File: src/hdl/lpp_pkg.sv
// Shared constants and types for the LiDAR pinhole projection unit.
package lpp_pkg;

  localparam int COEF_BITS     = 32;
  localparam int NUM_ROWS      = 3;
  localparam int NUM_COLS      = 4;
  localparam int NUM_COEFS     = NUM_ROWS * NUM_COLS;
  localparam int SIZE_BITS     = 16;
  localparam int CFG_IDX_BITS  = 3;
  localparam int CFG_DATA_BITS = 64;

  localparam logic [CFG_IDX_BITS-1:0] REG_ROW0_XY    = 3'd0;
  localparam logic [CFG_IDX_BITS-1:0] REG_ROW0_ZT    = 3'd1;
  localparam logic [CFG_IDX_BITS-1:0] REG_ROW1_XY    = 3'd2;
  localparam logic [CFG_IDX_BITS-1:0] REG_ROW1_ZT    = 3'd3;
  localparam logic [CFG_IDX_BITS-1:0] REG_ROW2_XY    = 3'd4;
  localparam logic [CFG_IDX_BITS-1:0] REG_ROW2_ZT    = 3'd5;
  localparam logic [CFG_IDX_BITS-1:0] REG_IMAGE_SIZE = 3'd6;

  typedef struct packed {
    logic neg_u;
    logic ovf_u;
    logic neg_v;
    logic ovf_v;
    logic depth_inv;
  } lpp_flags_t;

endpackage

File: src/hdl/lpp_div_cell.sv
// One restoring-division cell: resolves one quotient bit for both u and v lanes.
module lpp_div_cell #(
  parameter int SW  = 58,
  parameter int QB  = 17,
  parameter int BIT = 0
) (
  input  logic                clk_i,
  input  logic                rst_ni,
  input  logic                valid_i,
  output logic                ready_o,
  input  logic [SW-1:0]       rem_u_i,
  input  logic [SW-1:0]       rem_v_i,
  input  logic [SW-1:0]       w_i,
  input  logic [QB-1:0]       q_u_i,
  input  logic [QB-1:0]       q_v_i,
  input  lpp_pkg::lpp_flags_t flags_i,
  output logic                valid_o,
  input  logic                ready_i,
  output logic [SW-1:0]       rem_u_o,
  output logic [SW-1:0]       rem_v_o,
  output logic [SW-1:0]       w_o,
  output logic [QB-1:0]       q_u_o,
  output logic [QB-1:0]       q_v_o,
  output lpp_pkg::lpp_flags_t flags_o
);
  import lpp_pkg::*;

  logic             valid_q, en;
  logic [SW+QB-1:0] trial;
  logic             ge_u, ge_v;
  logic [SW-1:0]    rem_u_q, rem_v_q, w_q;
  logic [QB-1:0]    q_u_q, q_v_q;
  lpp_flags_t       flags_q;

  assign en      = !valid_q || ready_i;
  assign ready_o = en;
  assign trial   = {{QB{1'b0}}, w_i} << BIT;
  assign ge_u    = {{QB{1'b0}}, rem_u_i} >= trial;
  assign ge_v    = {{QB{1'b0}}, rem_v_i} >= trial;

  always_ff @(posedge clk_i or negedge rst_ni) begin
    if (!rst_ni) begin
      valid_q <= 1'b0;
    end else if (en) begin
      valid_q <= valid_i;
    end
  end

  always_ff @(posedge clk_i) begin
    if (en && valid_i) begin
      rem_u_q <= ge_u ? rem_u_i - trial[SW-1:0] : rem_u_i;
      rem_v_q <= ge_v ? rem_v_i - trial[SW-1:0] : rem_v_i;
      q_u_q   <= {q_u_i[QB-2:0], ge_u};
      q_v_q   <= {q_v_i[QB-2:0], ge_v};
      w_q     <= w_i;
      flags_q <= flags_i;
    end
  end

  assign valid_o = valid_q;
  assign rem_u_o = rem_u_q;
  assign rem_v_o = rem_v_q;
  assign w_o     = w_q;
  assign q_u_o   = q_u_q;
  assign q_v_o   = q_v_q;
  assign flags_o = flags_q;

endmodule

File: config.mk
export PLATFORM = sky130hd
export DESIGN_NAME = lpp_div_cell
export DESIGN_NICKNAME = d
export VERILOG_FILES = /design/src/hdl/lpp_pkg.sv /design/src/hdl/lpp_div_cell.sv
export SDC_FILE = /design/constraint.sdc
export NUM_CORES = 1
export LEC_CHECK = 0
export BUFFER_PORTS_ARGS = -buffer_cell sky130_fd_sc_hd__buf_4
export CAP_MARGIN = 40
export CORE_ASPECT_RATIO = 1.1
export CORE_MARGIN = 2
export CORE_UTILIZATION = 45
export CTS_CLUSTER_SIZE = 8
export DETAILED_ROUTE_END_ITERATION = 6
export PLACE_DENSITY = 0.81
export SLEW_MARGIN = 20
export SYNTH_ARGS = -nofsm -noshare
export SYNTH_HDL_FRONTEND = slang
export SYNTH_SLANG_ARGS = --single-unit
File: constraint.sdc
create_clock -name clk_i -period 10.6 [get_ports clk_i]
set_input_delay 0.53 -clock clk_i [delete_from_list [all_inputs] [get_ports clk_i]]
set_output_delay 0.53 -clock clk_i [all_outputs]
set_load 0.01 [all_outputs]
### Word-level counts from Yosys, hierarchy flattened

Cells that the tools add are included.

* $add $sub $neg: 2
* magnitude comparators: 2
* mux-type cells: 2
* reductions and logical operators: 3

Operator list (count)
* >= comparator 58 bit: 2
* 2-to-1 mux 58 bit: 2
* subtractor 58 bit: 2
* logical AND 1 bit: 1
* zero test 1 bit: 1
* logical OR 1 bit: 1

* register bits after elaboration: 214
* input port bits: 217
* output and inout port bits: 215
* logic and storage cells: 20

### Longest topological paths before layout

Gate-level depths: netlist of the first run.

* word-level depth: 3
* depth in mapped cells: 16
* gate-level depth less buffers: 14

### Worst setup path before layout of the first run

OpenSTA, ideal clock, no wires.

* path kind: input-to-reg
* start point: input port ready_i
* end point: register flags_q, in the netlist flags_o[0], enable pin
* library setup time: 601 ps
* arrival time: 5602 ps
* required time: 9999 ps
* slack: 4397 ps
* stages: 2
* buffers on the path: 0
* path through: nand2b_1 -> and2_1

* cells in the longest elaborated chain, start to end: 2

Ends and longest elaborated chain
* start: declaration: RTL line lpp_div_cell.sv:18 `input logic ready_i,`
* logical OR 1 bit: RTL line lpp_div_cell.sv:35 `assign en = !valid_q || ready_i;`
* logical AND 1 bit: RTL line lpp_div_cell.sv:50 `if (en && valid_i) begin`
* end signal: assignment: RTL line lpp_div_cell.sv:56 `flags_q <= flags_i;`
* end: declaration: RTL line lpp_div_cell.sv:33 `lpp_flags_t flags_q;`

Every way passes these cells.
A chain may end at the register's enable or synchronous reset.

### Worst setup path in the final report of the first run

* start point: input port w_i[34]
* end point: register rem_v_q[23] (netlist: rem_v_o[23]) (data pin)

* cells in the longest elaborated chain, start to end: 2

Ends and longest elaborated chain
* start: declaration: RTL line lpp_div_cell.sv:13 `input logic [SW-1:0] w_i,`
* >= comparator 58 bit: RTL line lpp_div_cell.sv:39 `assign ge_v = {{QB{1'b0}}, rem_v_i} >= trial;`
* named net ge_v: RTL line lpp_div_cell.sv:30 `logic ge_u, ge_v;`
* 2-to-1 mux 58 bit: RTL line lpp_div_cell.sv:52 `rem_v_q <= ge_v ? rem_v_i - trial[SW-1:0] : rem_v_i;`
* end signal: assignment: RTL line lpp_div_cell.sv:52
* end: declaration: RTL line lpp_div_cell.sv:31 `logic [SW-1:0] rem_u_q, rem_v_q, w_q;`

The timed path passes the listed nets, and every way through them passes these cells.

==> results.cfg, run 1 <==
[critical_path]
worstPathRequired_ns = 10.90
cp.arrival_ns = 4.17
crit_fanout = 52
worst_setup_path_end_kind = flop
start_kind = input port
path_class = input port to flop

[routing]
routed_wl_mm = 48.70
vias_per_cell = 5.652
ant_nets = 0
drc = 0
wl_per_cell_um = 20.34
drtPass1Iterations = 5
drt-initial-drc-count = 1032
vias = 13530

[sta]
min_period_over_period = 0.3651
timing.final.ws_setup_ns = 6.730
hold_viol_final = 0
tns_ns = 0
relSlewSlack = 0.4926
timing.fmax_mhz = 258.4
fin_crit_ns = 3.870
worstMarginPinSlew_ns = 0.7560
rsz0062_at_grt = no
finalSetupViolations = 0
final_max_slew_viol_count = 0
fin_skew_ns = 0.01679

[synthesis]
netlist_top_cells_area = edfxtp_1, ha_1, o21ai_0
ys_seq_area_frac = 0.4298
synthesis.area_um2 = 14940
synth_commonest_cells = edfxtp_1, nand2_1, o21ai_0, a21oi_1, ha_1
async_flop_share = 0.004673
yosys_warnings = 0
synth-edff-count = 213
synth_most_common_cell = edfxtp_1
synth_top_area_frac = 0.4281
synth_seq_cells = 214
synthesis.nets = 1892
synth_area_leader_cell = edfxtp_1
syn_area_per_cell_um2 = 9.596
synthFlopType = edfxtp_1
synth.distinct_cells = 90
synth_cells = 1557

[global_routing]
grt_max_degree = 64
grt_pass1_wl_mm = 72.17
grt_usage = 0.2680
grt_pass1_vias = 12930
grt_overflow = 0
antenna_found_initial = 6

[clock_tree]
cts_tree = done
cts_made_buffers = 31
clk_pin_slew_worst_paths_ns = 0.05
clock_latency_ns = 0.56
root_buffer = clkbuf_16
htree_levels = 1
clock_sinks = 214
clock_path_buffers = 3

[finish]
drive_above_1_share = 0.2641
final_nets = 2286
fillerInstances = 2705
instances_no_fill = 2394
fin_area_um2 = 19280
area_growth_pct = 29.03

[floorplan]
num_rows = 69
io_pins = 432
start_util = 0.4590
core_region_area_um2 = 32550
dieArea_um2 = 34680
die_w_um = 177.7
die_h_um = 195.1

[power]
ir_drop_uv = 114.2
intPower_w = 0.001924
p_sw_frac = 0.3075
leakagePower_nw = 8.360
power_density_nw_per_um2 = 144.1
power_frac_comb = 0.294
p_seq_frac = 0.378
p_sw_w = 0.0008541
p_clk_frac = 0.328

[placed_design]
dp_hpwl_mm = 39.07
dp.cells = 2343
place_area_um2 = 18400
gp_congestion = 0.9249
dp_worst_setup_slack_ns = 6.067
port_buffers = 429

[run_status]
outcome = completed

[run]
drv_cap = 0

[hold_path]
hp-class = input port to flop
critical path, stage by stage:
cell and delay (ns):
buf_4 0.08, inv_1 0.09, ha_1 0.44, nand4_1 0.23, or4_1 0.67, nor4_1 0.54, a31oi_1 0.18, o21ai_0 0.24
a211oi_4 0.06, buf_4 0.30, inv_1 0.38, mux2_2 0.39
routing by layer:
layer  up-vias  global-route usage  share of wire  wire (µm)
met5         -                   0        0.00070         34
li1       6523                   -              -          -
met2       589              0.4755           0.50      24170
met1      6299              0.3235           0.39      18790
met3       114             0.04498          0.078       3819
met4         6             0.09897          0.039       1887
layout make-up:
cell class	instances	area [µm²]	area share
Inverter	93	349.1	0.01811
Multi-Input combinational cell	1172	7769	0.4030
Sequential cell	214	6421	0.3331
Clock inverter	4	41.29	0.002142
Clock buffer	43	820.8	0.04258
Antenna cell	3	7.507	0.0003894
Tap cell	426	533.0	0.02765
Timing Repair Buffer	439	3336	0.1730
power by group through the flow:
stage | Clock (W) | Sequential (W) | Combinational (W)
final | 0.000910 | 0.00105 | 0.000817
after CTS | 0.000924 | 0.00105 | 0.000811
after global routing | 0.000951 | 0.00106 | 0.000891
after global placement | 0 | 0.00107 | 0.000793
after detailed placement | 0 | 0.00107 | 0.000805
after floorplan | 0 | 0.00111 | 0.000468
registers in the layout, indices dropped and copies added (netlist names):
| name | count |
|---|---|
| rem_v_o | 58 |
| w_o | 58 |
| flags_o | 5 |
| q_v_o | 17 |
| rem_u_o | 58 |
| valid_o | 1 |
| q_u_o | 17 |
placed cells by master (no fill, tap or decap), types with 19 or more instances in the layout:
master     synthesis  final
nand2_1          189    189
xnor2_1           56     56
o21ai_0          169    169
nand3_1           21     21
ha_1             116    116
buf_4              7    435
clkbuf_16          0     31
nor2_1            86     86
o21bai_1          32     32
nand4_1           38     38
edfxtp_1         213    213
a31oi_1           19     19
xor2_1            52     52
a21oi_1          138    138
a21o_1            48     48
inv_1             91     91
cells by family (layout without fill, tap and decap cells):
family,Yosys count,after routing,share of synthesized area
AOI/OAI and AO/OA,514,514,0.2183
DFF,214,214,0.4298
other,0,3,0
and+or+nand+nor,425,425,0.1327
adders and majority gates,118,118,0.09982
xor gates and xnor gates,108,108,0.06331
muxes,7,7,0.005192
buffers and inverters,171,579,0.05092
per-stage QoR:
stage,hold slack (ns),utilization,total power [W]
after floorplan,0.2344,-,0.001575
after global placement,0.3054,0.5634,0.001858
after detailed placement,0.3081,0.5653,0.001871
after CTS,0.1217,0.5921,0.002786
after global routing,0.1351,0.5922,0.002897
final,0.1440,0.5923,0.002778
worst paths after layout:
| kind | startpoint | to | slack (ns) | cells past startpoint |
|---|---|---|---|---|
| max | w_i[34] | rem_v_o[23] | 6.73 | 12 |
| min | flags_i[2] | flags_o[2] | 0.14 | 1 |
| max reg2reg | valid_o | rem_v_o[52] | 8.26 | 4 |
| min reg2reg | valid_o | valid_o | 0.54 | 2 |
| max in group asynchronous | rst_ni | valid_o | 10.22 | 2 |
| min in group asynchronous | rst_ni | valid_o | 0.30 | 2 |
timing repair:
item / 4_1_cts / 5_1_grt
gates resized for setup: 0 / 0
hold endpoints to repair: 1 / 0
buffers inserted: 0 / 0
hold buffers: 1 / 0
Note: power is estimated with default switching activity, not from simulation.
==> run 2, diff against run 1 <==
--- a/config.mk
+++ b/config.mk
@@ -12,7 +12,7 @@
 export CORE_UTILIZATION = 45
 export CTS_CLUSTER_SIZE = 8
 export DETAILED_ROUTE_END_ITERATION = 6
-export PLACE_DENSITY = 0.81
+export PLACE_DENSITY = 0.84
 export SLEW_MARGIN = 20
 export SYNTH_ARGS = -nofsm -noshare
 export SYNTH_HDL_FRONTEND = slang
==> constraint.sdc (replaced) <==
create_clock -name clk_i -period 3.36 [get_ports clk_i]
set_input_delay 0.168 -clock clk_i [delete_from_list [all_inputs] [get_ports clk_i]]
set_output_delay 0.168 -clock clk_i [all_outputs]
set_load 0.01 [all_outputs]
==> results.cfg, run 2 (synthesis gave the netlist of run 1 again) <==
[critical_path]
cp.arrival_ns = 3.68
cp_cell_sequence = dlygate4sd3_1 > buf_4 > inv_1 > ha_1 > buf_4 > a31oi_1 > a31o_2 > a211oi_2 > o21ai_2 > a211o_1 > a31oi_4 > a211oi_4 > buf_4 > buf_8 > o41ai_2
path_class = input port to flop
crit_fanout = 37
worstPathRequired_ns = 3.73
start_kind = input port
cp_slowest_cell = dlygate4sd3_1
worst_setup_path_end_kind = flop
cp_common_cell = buf_4
cp_slowest_stage_delay_ns = 0.56

[clock_tree]
htree_levels = 1
clock_path_buffers = 3
clock_latency_ns = 0.56
clk_pin_slew_worst_paths_ns = 0.05
cts_made_buffers = 31
clock_sinks = 214
root_buffer = clkbuf_16
cts_tree = done

[global_routing]
grt_overflow = 0
grt_usage = 0.3234
antenna_found_initial = 4
grt_pass1_vias = 15900
grt_max_degree = 59
grt_pass1_wl_mm = 86.98

[power]
power_density_nw_per_um2 = 414.0
leakagePower_nw = 9.844
ir_drop_uv = 379.1

[sta]
final_max_slew_viol_count = 0
timing.fmax_mhz = 302.5
hold_viol_final = 0
worstMarginPinSlew_ns = 0.6148
relSlewSlack = 0.5901
rsz0062_at_grt = yes
fin_crit_ns = 3.305
min_period_over_period = 0.9838
finalSetupViolations = 0
fin_skew_ns = 0.01442
timing.final.ws_setup_ns = 0.05457

[placed_design]
dp_hpwl_mm = 41.87
gp_congestion = 0.9483
dp_worst_setup_slack_ns = -0.2343
port_buffers = 429
place_area_um2 = 19280

[routing]
routed_wl_mm = 58.14
drtPass1Iterations = 7
wl_per_cell_um = 21.36
vias_per_cell = 5.744
drc = 0
ant_nets = 0
vias = 15640
drt-initial-drc-count = 1539

[finish]
final_nets = 2613
area_growth_pct = 50.98
drive_above_1_share = 0.2928
fin_util = 0.6931
layout_common_cells = buf_4, dlygate4sd3_1, edfxtp_1
layout_commonest_cell = buf_4
fin_area_um2 = 22560
fillerInstances = 2335

[floorplan]
start_util = 0.4590
dieArea_um2 = 34680
num_rows = 69
die_w_um = 177.7
io_pins = 432
core_region_area_um2 = 32550
die_h_um = 195.1

[run]
drv_cap = 0

[run_status]
outcome = completed

[hold_path]
hp-class = input port to flop
-- run 2: changes by cell type in the layout (fill, tap and decap cells not counted), moves of 7 or more --
| cell | change |
|---|---|
| a21oi_1 | -7 |
| dlygate4sd3_1 | +214 |
| o21ai_0 | -8 |
| buf_4 | +107 |
| ha_1 | -8 |
| a21oi_2 | +7 |
-- run 2: critical path, delay by kind of cell --
family	cells	cell delay (ns)
AO/OA/AOI/OAI	8	1.96
buffers and inverters	6	1.23
adder cells (fa/ha/maj)	1	0.31
-- run 2: area by class of cell --
type	instances	area, µm²	share of cell area
multi-input cells	1172	8028	0.3559
flip-flops and latches	214	6421	0.2847
repair buffers	766	6379	0.2828
clock buffers	45	828.3	0.03672
well taps	426	533.0	0.02363
inverters	93	349.1	0.01548
clock inverters	2	10.01	0.0004437
diodes	4	10.01	0.0004437
-- run 2: layer usage --
metal | up-vias | track usage | wire length, µm
met4 | 0 | 0.1736 | 3374
li1 | 7186 | - | -
met2 | 878 | 0.5643 | 28380
met1 | 7343 | 0.3787 | 21880
met3 | 228 | 0.05043 | 4498
met5 | - | 0 | 0
-- run 2: power by group --
group | total (W) | switching, W | internal [W] | leakage, nW
registers | 0.00333 | 0.0000891 | 0.00325 | 2.05
logic | 0.00317 | 0.00171 | 0.00146 | 7.39
clock network | 0.00284 | 0.00118 | 0.00166 | 0.406
total | 0.00934 | 0.00297 | 0.00636 | 9.84
-- run 2: stage by stage --
step                hold WS [ns]  setup TNS (ns)  std cells  power (W)
finish                    0.1116               0       2722   0.009339
global route              0.1319        -0.03615       2721   0.009706
CTS                       0.1028               0       2717   0.009150
detailed placement      -0.05488          -11.46       2455   0.006144
global placement        -0.05683          -5.349       2455   0.006101
floorplan                -0.1276               0       1557   0.004944
-- run 2: path summary, 6_finish.rpt --
path	start	to	slack, ns	depth (start not counted)
worst min-delay path	w_i[0]	rem_u_o[0]	0.11	3
worst max register to register	valid_o	rem_v_o[44]	1.49	3
min in group asynchronous	rst_ni	valid_o	0.45	3
worst max-delay path	w_i[7]	rem_v_o[55]	0.05	15
worst min register to register	valid_o	w_o[13]	1.07	2
max in group asynchronous	rst_ni	valid_o	2.81	3
-- run 2: repair_timing --
item,in CTS,in global routing
hold endpoints to repair,213,0
setup endpoints to repair,0,105
resized for setup,0,59
buffers inserted,0,1
hold buffers,215,0
