File: src/hdl/lpp_pkg.sv
// Shared constants and types for the LiDAR pinhole projection unit.
package lpp_pkg;

  localparam int COEF_BITS     = 32;
  localparam int NUM_ROWS      = 3;
  localparam int NUM_COLS      = 4;
  localparam int NUM_COEFS     = NUM_ROWS * NUM_COLS;
  localparam int SIZE_BITS     = 16;
  localparam int CFG_IDX_BITS  = 3;
  localparam int CFG_DATA_BITS = 64;

  localparam logic [CFG_IDX_BITS-1:0] REG_ROW0_XY    = 3'd0;
  localparam logic [CFG_IDX_BITS-1:0] REG_ROW0_ZT    = 3'd1;
  localparam logic [CFG_IDX_BITS-1:0] REG_ROW1_XY    = 3'd2;
  localparam logic [CFG_IDX_BITS-1:0] REG_ROW1_ZT    = 3'd3;
  localparam logic [CFG_IDX_BITS-1:0] REG_ROW2_XY    = 3'd4;
  localparam logic [CFG_IDX_BITS-1:0] REG_ROW2_ZT    = 3'd5;
  localparam logic [CFG_IDX_BITS-1:0] REG_IMAGE_SIZE = 3'd6;

  typedef struct packed {
    logic neg_u;
    logic ovf_u;
    logic neg_v;
    logic ovf_v;
    logic depth_inv;
  } lpp_flags_t;

endpackage

File: src/hdl/lpp_ifs.sv


interface lpp_pixel_if #(parameter int PIXEL_BITS = 16);
  logic                         valid;
  logic                         ready;
  logic signed [PIXEL_BITS-1:0] pixel_u;
  logic signed [PIXEL_BITS-1:0] pixel_v;
  logic                         in_image;
  logic                         depth_invalid;
  modport source (output valid, pixel_u, pixel_v, in_image, depth_invalid, input ready);
  modport sink (input valid, pixel_u, pixel_v, in_image, depth_invalid, output ready);
endinterface


File: src/hdl/lpp_out.sv
// Result stage: sign restore, saturation, image bounds and depth flag.
module lpp_out #(
  parameter int QB = 17,
  parameter int PB = 16
) (
  input  logic                               clk_i,
  input  logic                               rst_ni,
  input  logic                               valid_i,
  output logic                               ready_o,
  input  logic [QB-1:0]                      q_u_i,
  input  logic [QB-1:0]                      q_v_i,
  input  lpp_pkg::lpp_flags_t                flags_i,
  input  logic [lpp_pkg::SIZE_BITS-1:0]      width_i,
  input  logic [lpp_pkg::SIZE_BITS-1:0]      height_i,
  lpp_pixel_if.source                        pixel_o
);
  import lpp_pkg::*;

  localparam logic [QB-1:0] HALF = QB'(1) << (PB - 1);

  logic                 valid_q, en;
  logic signed [PB-1:0] u_d, v_d, u_q, v_q;
  logic                 in_d, in_q, dinv_q;

  function automatic logic signed [PB-1:0] sat(input logic [QB-1:0] q, input logic neg,
                                               input logic ovf);
    logic [QB-1:0] r;
    if (neg) begin
      r = (ovf || q > HALF) ? HALF : q;
      return PB'(-r);
    end
    r = (ovf || q > HALF - QB'(1)) ? HALF - QB'(1) : q;
    return PB'(r);
  endfunction

  always_comb begin
    if (flags_i.depth_inv) begin
      u_d  = '0;
      v_d  = '0;
      in_d = 1'b0;
    end else begin
      u_d  = sat(q_u_i, flags_i.neg_u, flags_i.ovf_u);
      v_d  = sat(q_v_i, flags_i.neg_v, flags_i.ovf_v);
      in_d = !flags_i.neg_u && !flags_i.ovf_u && (q_u_i < QB'(width_i)) &&
             !flags_i.neg_v && !flags_i.ovf_v && (q_v_i < QB'(height_i));
    end
  end

  assign en      = !valid_q || pixel_o.ready;
  assign ready_o = en;

  always_ff @(posedge clk_i or negedge rst_ni) begin
    if (!rst_ni) begin
      valid_q <= 1'b0;
    end else if (en) begin
      valid_q <= valid_i;
    end
  end

  always_ff @(posedge clk_i) begin
    if (en && valid_i) begin
      u_q    <= u_d;
      v_q    <= v_d;
      in_q   <= in_d;
      dinv_q <= flags_i.depth_inv;
    end
  end

  assign pixel_o.valid         = valid_q;
  assign pixel_o.pixel_u       = u_q;
  assign pixel_o.pixel_v       = v_q;
  assign pixel_o.in_image      = in_q;
  assign pixel_o.depth_invalid = dinv_q;

endmodule

File: src/flat_wrapper.sv
// flat-port wrapper written by rule: the top's interface ports become plain ports
module lpp_out_flat import lpp_pkg::*;
#(
  parameter int QB = 17,
  parameter int PB = 16
)
  (clk_i, rst_ni, valid_i, ready_o, q_u_i, q_v_i, flags_i, width_i, height_i, pixel_o_valid, pixel_o_pixel_u, pixel_o_pixel_v, pixel_o_in_image, pixel_o_depth_invalid, pixel_o_ready);
  lpp_pixel_if pixel_o_i ();
  input  logic clk_i;
  input  logic rst_ni;
  input  logic valid_i;
  output logic ready_o;
  input  logic [QB-1:0] q_u_i;
  input  logic [QB-1:0] q_v_i;
  input  lpp_pkg::lpp_flags_t flags_i;
  input  logic [lpp_pkg::SIZE_BITS-1:0] width_i;
  input  logic [lpp_pkg::SIZE_BITS-1:0] height_i;
  output wire logic [$bits(pixel_o_i.valid)-1:0] pixel_o_valid;
  output wire logic [$bits(pixel_o_i.pixel_u)-1:0] pixel_o_pixel_u;
  output wire logic [$bits(pixel_o_i.pixel_v)-1:0] pixel_o_pixel_v;
  output wire logic [$bits(pixel_o_i.in_image)-1:0] pixel_o_in_image;
  output wire logic [$bits(pixel_o_i.depth_invalid)-1:0] pixel_o_depth_invalid;
  input wire logic [$bits(pixel_o_i.ready)-1:0] pixel_o_ready;
  assign pixel_o_valid = pixel_o_i.valid;
  assign pixel_o_pixel_u = pixel_o_i.pixel_u;
  assign pixel_o_pixel_v = pixel_o_i.pixel_v;
  assign pixel_o_in_image = pixel_o_i.in_image;
  assign pixel_o_depth_invalid = pixel_o_i.depth_invalid;
  assign pixel_o_i.ready = pixel_o_ready;
  lpp_out #(.QB(QB), .PB(PB)) u_core (.clk_i(clk_i), .rst_ni(rst_ni), .valid_i(valid_i), .ready_o(ready_o), .q_u_i(q_u_i), .q_v_i(q_v_i), .flags_i(flags_i), .width_i(width_i), .height_i(height_i), .pixel_o(pixel_o_i));
endmodule
File: config.mk
export PLATFORM = sky130hd
export DESIGN_NAME = lpp_out_flat
export DESIGN_NICKNAME = d
export VERILOG_FILES = /design/src/hdl/lpp_pkg.sv /design/src/hdl/lpp_ifs.sv /design/src/hdl/lpp_out.sv /design/src/flat_wrapper.sv
export SDC_FILE = /design/constraint.sdc
export NUM_CORES = 1
export LEC_CHECK = 0
export BUFFER_PORTS_ARGS = -buffer_cell sky130_fd_sc_hd__buf_2
export CAP_MARGIN = 40
export CORE_MARGIN = 10
export CORE_UTILIZATION = 36
export DETAILED_ROUTE_END_ITERATION = 6
export PLACE_DENSITY = 0.6
export SYNTH_ARGS = -nofsm -noshare
export SYNTH_HDL_FRONTEND = slang
export SYNTH_SLANG_ARGS = --single-unit
File: constraint.sdc
create_clock -name clk_i -period 2.2 [get_ports clk_i]
set_input_delay 0.22 -clock clk_i [delete_from_list [all_inputs] [get_ports clk_i]]
set_output_delay 0.22 -clock clk_i [all_outputs]
set_load 0.005 [all_outputs]
Word level (Yosys, flattened, before mapping)
Index checks and enable logic that the tools add are counted.
{ "op_classes": {"n_addsub": 2, "magnitude_cmp": 6, "mux": 12, "reduce_logical": 16} }
{ "op_table": {"columns": ["op", "n"], "rows": [
  ["16-bit two-way mux", 8],
  ["17-bit by 15-bit > comparator with 1-bit output (second input constant)", 2],
  ["17-bit by 16-bit > comparator with 1-bit output (second input constant)", 2],
  ["17-bit by 16-bit < comparator with 1-bit output", 2],
  ["16-bit negator", 2],
  ["1-bit logical AND", 6],
  ["1-bit logical NOT", 5],
  ["1-bit logical OR", 5],
  ["1-bit two-way mux", 4]
]} }
{ "word_totals": {"input_bits": 75, "ff_bits": 35} }

Logic depth before layout (Yosys ltp)
Gate-level depths: netlist of the first run.
{ "logic_depth": {"word_depth": 6, "ltp_mapped": 12} }

Least setup slack after synthesis of the first run
OpenSTA, ideal clock, no wires.
{ "synth_path": {"path_type": "in2reg", "startpoint": "in q_u_i[3]", "endpoint": "reg u_core.u_q[6], in the netlist u_core.pixel_o.pixel_u[6] (data pin)", "slack_ns": -0.570, "t_arrival_ns": 2.595, "cell_stages": 11, "setup_time_ns": 0.174, "required_ns": 2.026, "path_buffers": 3, "path_cell_list": "buf_2 > or4_4 > o41ai_4 > and2_1 > buf_6 > nand2_1 > ha_1 > clkbuf_1 > o221ai_1 > o311ai_1 > a311oi_1"} }
{ "synth_between": {"elab_chain_cells": 6} }
{ "synth_rtl": {"columns": ["item", "line", "text"], "rows": [
  ["start, declared", "flat_wrapper.sv:13", "input logic [QB-1:0] q_u_i;"],
  ["17-bit by 16-bit > comparator with 1-bit output", "lpp_out.sv:29", "r = (ovf || q > HALF) ? HALF : q;"],
  ["1-bit logical OR", "lpp_out.sv:29", null],
  ["16-bit two-way mux", "lpp_out.sv:29", null],
  ["16-bit negator", "lpp_out.sv:30", "return PB'(-r);"],
  ["16-bit two-way mux", "lpp_out.sv:28", "if (neg) begin"],
  ["16-bit two-way mux (*)", "lpp_out.sv:32", "r = (ovf || q > HALF - QB'(1)) ? HALF - QB'(1) : q;"],
  ["end signal, assigned", "lpp_out.sv:62", "u_q <= u_d;"],
  ["end, declared", "lpp_out.sv:22", "logic signed [PB-1:0] u_d, v_d, u_q, v_q;"]
]} }
Mark *: on every way between the ends. The rest lies on a longest branch, timed or not. The select of a mux whose other input is x is not followed.
A chain may end at the register's enable or synchronous reset.

Worst setup path after layout of the first run
{ "layout_path": {"startpoint": "in q_u_i[14]", "endpoint": "reg u_core.u_q[10], in the netlist u_core.pixel_o.pixel_u[10] (data pin)"} }
The elaborated chain is that of the path after synthesis.

==> flow_summary.yaml, run 1 <==
finish:
  antennaDiodeCount: 0
  fin_util_pct: 50.8
  nFillCells: 872
  drive_gt1_share_pct: 36.1
  regArea_mm2: 0.00105
  multi_input_comb_area_mm2: 0.00215
  area_growth_pct: 35.4
  final_cells: 640
  final_net_count: 638
synth:
  synth.top_cell.area_share_pct: 30.8
  syn_nets: 490
  netlist_area_mm2: 0.00332
  ys_types: 63
  synth_area_leaders: "edfxtp_1 31%, ha_1 12%, inv_1 3.8%"
  synth-edff-count: 34
  postSynthCellCount: 383
  ys.flop_type: "edfxtp_1"
  ys_seq_area_share_pct: 31.5
  async_flop_share_pct: 2.86
  synth_commonest_cells: "34 x edfxtp_1, 34 x inv_1, 32 x ha_1"
  avgSynthCellArea_um2: 8.66
  synth_top_cell_by_area: "edfxtp_1"
  synth-seq-cells: 35
  ys_warn_count: 0
sta:
  relSlewSlack_pct: 64.6
  setup_viol: 5
  worst_slew_pin_slew_ns: 0.526
  max_freq_mhz: 447
  rsz0062_at_grt: "true"
  period_needed_ns: 2.24
  report.final.hold_viol_count: 0
  report.final.slew_viol_count: 0
  timing.setup.tns_ns: -0.102
  fin_ws_ns: -0.0385
  period_share_pct: 102
  skew_ns: 0.00351
  worst_hold_slack_ns: 0.144
global_route:
  grt_pass1_wl_mm: 17.4
  grt_pass1_vias: 3456
  gr-total-overflow: 0
  grt_max_degree: 35
  grt_antenna_before_repair: 0
  grtUsageTotal_pct: 15.9
run_status:
  outcome: "finished, violations left"
  violations: "setup timing"
clock_tree:
  cts-root-buf: "clkbuf_8"
  clk_pin_slew_ns: 0.06
  insertion_delay_ns: 0.28
  tritoncts: "done"
  ctsLongestPathBuffers: 2
  clock-sinks: 35
  cts_buffers: 5
  htree_levels: 2
floorplanning:
  coreArea_mm2: 0.00885
  dieArea_mm2: 0.0135
  die_w_um: 116
  ios: 111
  fp.dieH_um: 116
  rows: 34
  start_util_pct: 37.5
hold_path:
  hp-start: "valid_i"
  holdPathStages: 2
  hold_class: "in -> reg"
placed_design:
  post-place-ws_ns: -0.429
  hpwl_mm: 8.82
  gp_congestion: 0.936
  io_buffers: 110
  dp.cells: 628
routing:
  antenna_left: 0
  vias: 3553
  drc: 0
  routed_wl_mm: 10.9
  vias_per_cell: 5.55
  dr.pass1.iters: 5
  routedWlPerCell_um: 17.0
  drtIter0Drc: 295
worst_setup_path:
  slowest_stage: "or4_4"
  endpoint_kind: "register"
  required_ns: 2.34
  reg2regPathDepth: 3
  path_depth: 9
  worst-setup-path-type: "in -> reg"
  critPathBufInv: 2
  arrival_ns: 2.38
  path_delay_family: "compound AO/OA/AOI/OAI gates"
  crit_path_start_kind: "input pin"
  crit_path_start: "q_u_i[14]"
  crit_chain: "buf_6 > or4_4 > o41ai_4 > and2_4 > nand2_4 > ha_4 > buf_6 > a31oi_1 > o211a_1"
  slowest_delay_ns: 0.56
  r2r-start: "u_core.pixel_o.valid"
  critPathMostFrequentCell: "buf_6"
  cp_max_fo: 6
power:
  leakage_uw: 0.00200
  p_per_area_mw_per_mm2: 412
  irDropWorstVdd_mv: 0.217
run:
  maxCapViolCount: 0
-- report_power, final --
part	switching, uW	internal, uW	total [uW]
sequential	8.55	784	792
clock	212	252	464
combinational	325	270	595
total	546	1310	1850
-- cell type report --
cell class                 count  area share, %
sequential                    35           23.3
timing repair buffer         160           21.0
clock buffer                   7           1.92
inverter                      34           2.84
clock inverter                 1          0.111
tap                          108           3.01
multi-input combinational    295           47.8
-- kinds of logic after synthesis --
group	share of synthesized area [%]
compound gates	23.6
xor+xnor	0.792
fa+ha+maj	12.1
buf+inv	6.52
flops	31.5
mux	0.980
simple gates	24.5
-- flip-flops by register name (all words and copies together), names as in the netlist --
register                      flops
u_core.pixel_o.pixel_u           16
u_core.pixel_o.pixel_v           16
u_core.pixel_o.depth_invalid      1
u_core.pixel_o.in_image           1
u_core.pixel_o.valid              1
-- path summary, 6_finish.rpt --
kind                                                    to  slack [ns]
worst max-delay path            u_core.pixel_o.pixel_u[10]       -0.04
worst min-delay path                  u_core.pixel_o.valid        0.14
worst max register to register   u_core.pixel_o.pixel_u[0]        0.88
worst min register to register        u_core.pixel_o.valid        0.53
max in group asynchronous             u_core.pixel_o.valid        1.88
min in group asynchronous             u_core.pixel_o.valid        0.24
-- per-layer routing --
layer | part of all wire, % | GRT usage (%) | up-vias
met5 | 0 | 0 | -
met4 | 1.0 | 4.50 | 0
met3 | 9.6 | 4.08 | 7
met2 | 42 | 23.0 | 155
met1 | 48 | 22.6 | 1621
li1 | - | - | 1770
-- layout by cell type (no fill, tap or decap), drive strengths merged, types with 13 or more instances in the layout --
master,n
buf,159
edfxtp,34
inv,34
ha,32
nor2,31
nand2,23
a21oi,21
o21ai,21
nor3,14
nand4,13
-- repair_timing --
action,CTS,global route
resized for setup,3,11
setup buffers,1,2
pin swaps,3,10
setup endpoints to repair,5,7
endpoints found under the hold margin,1,0
hold buffers,1,0
-- worst reg2reg max path, cell delays in order (launching register included) --
cell and delay, ns:
dfrtp_1 0.37, nand2b_1 0.10, and2_1 0.14, buf_4 0.37
-- through the flow --
step / total power, uW / instance area (um^2)
after floorplan: 1100 / 3380
after global placement: 1370 / 4310
after detailed placement: 1380 / 4310
after CTS: 1850 / 4430
after global routing: 1980 / 4490
final: 1850 / 4490
(Power assumes the default switching activity.)
==> inputs of run 2 (changes only) <==
--- a/config.mk
+++ b/config.mk
@@ -11,6 +11,7 @@
 export CORE_UTILIZATION = 36
 export DETAILED_ROUTE_END_ITERATION = 6
 export PLACE_DENSITY = 0.6
+export RECOVER_POWER = 50
 export SYNTH_ARGS = -nofsm -noshare
 export SYNTH_HDL_FRONTEND = slang
 export SYNTH_SLANG_ARGS = --single-unit
==> run 2 against run 1 <==
Net effect:
- design area shrank 1.1%
- worst hold slack improved by 0.0020 ns
- die area unchanged
- sequential share of layout area grew 0.26 points
- the run still ends with setup timing left
- critical endpoint is now u_core.pixel_o.pixel_u[8]
- global-route usage did not move
- clock skew is essentially flat
- count of clock-buffer cells in the layout unchanged
- register-to-register slack got worse by 0.30 ns
- cell count is the same
- power is 0.49% lower
- core utilization shrank 0.57 points
==> flow_summary.yaml, run 2 (synthesis results as in run 1) <==
run_status:
  outcome: "finished, violations left"
  violations: "setup timing"
power:
  pwr-share-comb_pct: 31.7
  irDropWorstVdd_mv: 0.216
  intPower_uw: 1300
  p_per_area_mw_per_mm2: 415
  clkPwrFrac_pct: 25.2
  leakage_uw: 0.00190
  switching_share_pct: 29.7
  seqPwrFrac_pct: 43.1
  netSwitchingPower_uw: 547
global_route:
  grt_antenna_before_repair: 0
  grt_pass1_vias: 3456
  grt_max_degree: 35
  grtUsageTotal_pct: 15.9
  gr-total-overflow: 0
  grt_pass1_wl_mm: 17.4
sta:
  relSlewSlack_pct: 46.5
  fin_ws_ns: -0.0226
  setup_viol: 5
  max_freq_mhz: 450
  timing.setup.tns_ns: -0.0692
  report.final.slew_viol_count: 0
  period_share_pct: 101
  rsz0062_at_grt: "true"
  report.final.hold_viol_count: 0
  skew_ns: 0.00334
  worst_slew_pin_slew_ns: 0.803
  period_needed_ns: 2.22
placed_design:
  gp_congestion: 0.936
  io_buffers: 110
  post-place-ws_ns: -0.429
  hpwl_mm: 8.82
routing:
  vias: 3536
  routedWlPerCell_um: 17.0
  dr.pass1.iters: 5
  drc: 0
  vias_per_cell: 5.53
  antenna_left: 0
  drtIter0Drc: 335
  routed_wl_mm: 10.9
floorplanning:
  dieArea_mm2: 0.0135
  rows: 34
  start_util_pct: 37.5
  die_w_um: 116
  coreArea_mm2: 0.00885
  fp.dieH_um: 116
  ios: 111
finish:
  final_cell_mix: "74 x buf_2, 47 x buf_4, 35 x clkbuf_1"
  layout.cells.most_common: "buf_2"
  final_net_count: 638
  drive_gt1_share_pct: 29.5
  nFillCells: 892
  antennaDiodeCount: 0
  area_growth_pct: 33.9
clock_tree:
  tritoncts: "done"
  insertion_delay_ns: 0.28
  cts-root-buf: "clkbuf_8"
  htree_levels: 2
  clock-sinks: 35
  ctsLongestPathBuffers: 2
  cts_buffers: 5
  clk_pin_slew_ns: 0.07
worst_setup_path:
  crit_path_start: "q_u_i[14]"
  slowest_stage: "or4_4"
  crit_chain: "buf_6 > or4_4 > o41ai_4 > and2_4 > nand2_4 > ha_4 > mux2_2 > a22o_1 > a211oi_2"
  arrival_ns: 2.35
  endpoint_kind: "register"
  slowest_delay_ns: 0.56
  r2r-start: "u_core.pixel_o.valid"
  cp_max_fo: 6
  crit_path_start_kind: "input pin"
  worst-setup-path-type: "in -> reg"
  required_ns: 2.32
run:
  maxCapViolCount: 0
hold_path:
  hp-start: "valid_i"
  hold_class: "in -> reg"
-- run 2: changes by cell type in the layout (fill, tap and decap cells not counted) --
| cell | change |
|---|---|
| buf_2 | -34 |
| clkbuf_1 | +34 |
| and2_0 | +1 |
| and2_1 | -1 |
| buf_4 | -1 |
| clkbuf_2 | +1 |
| nor3_1 | +1 |
| nor3_2 | -1 |
-- run 2: layer usage --
layer / share of wire (%) / routed length [um] / vias up / global-route usage, %
li1: - / - / 1768 / -
met3: 8.2 / 890 / 5 / 4.08
met2: 42 / 4610 / 145 / 23.0
met1: 49 / 5310 / 1618 / 22.6
met4: 0.73 / 79 / 0 / 4.50
met5: 0 / 0 / - / 0
-- run 2: worst max-delay path, delay by kind of cell --
family | cells | cell delay [ns]
fa+ha+maj | 1 | 0.19
mux | 1 | 0.27
simple gates | 3 | 0.86
buf+inv | 1 | 0.09
compound gates | 3 | 0.71
-- run 2: area by class of cell --
class                      count  area, um^2  area share, %
timing repair buffer         160         900           20.2
multi-input combinational    295        2140           48.2
clock buffer                   7        86.3           1.94
sequential                    35        1050           23.5
inverter                      34         128           2.87
tap                          108         135           3.04
clock inverter                 1        5.00          0.113
-- run 2: metrics by stage --
stage               instances  total power [uW]  instance area, um^2  utilization [%]  hold WS [ns]
CTS                       638              1850                 4430             50.1         0.132
global placement          628              1370                 4310             48.7      -0.00540
detailed placement        628              1380                 4310             48.7      -0.00412
finish                    640              1840                 4440             50.2         0.146
floorplan                 383              1100                 3380                -       -0.0756
global route              640              1970                 4440             50.2         0.154
-- run 2: path summary, 6_finish.rpt --
path                                                  end  depth (start not counted)  slack, ns
worst max-delay path            u_core.pixel_o.pixel_u[8]                          9      -0.02
worst min-delay path                 u_core.pixel_o.valid                          2       0.15
worst max register to register  u_core.pixel_o.pixel_u[0]                          3       0.58
worst min register to register       u_core.pixel_o.valid                          2       0.53
max in group asynchronous            u_core.pixel_o.valid                          2       1.88
min in group asynchronous            u_core.pixel_o.valid                          2       0.24
-- run 2: power by group through the flow --
stage	clock [uW]	combinational, uW	sequential, uW
2_1_floorplan	0	285	815
3_3_place_gp	0	562	807
3_5_place_dp	0	574	807
4_1_cts	481	581	793
5_1_grt	512	658	799
6_report	464	584	794
-- run 2: timing repair --
action / in CTS / in global routing
resized for setup: 3 / 11
buffers inserted: 1 / 2
hold endpoints to repair: 1 / 0
hold buffers: 1 / 0
setup endpoints to repair: 5 / 7
pin swaps: 3 / 10
gates cloned: 0 / 0
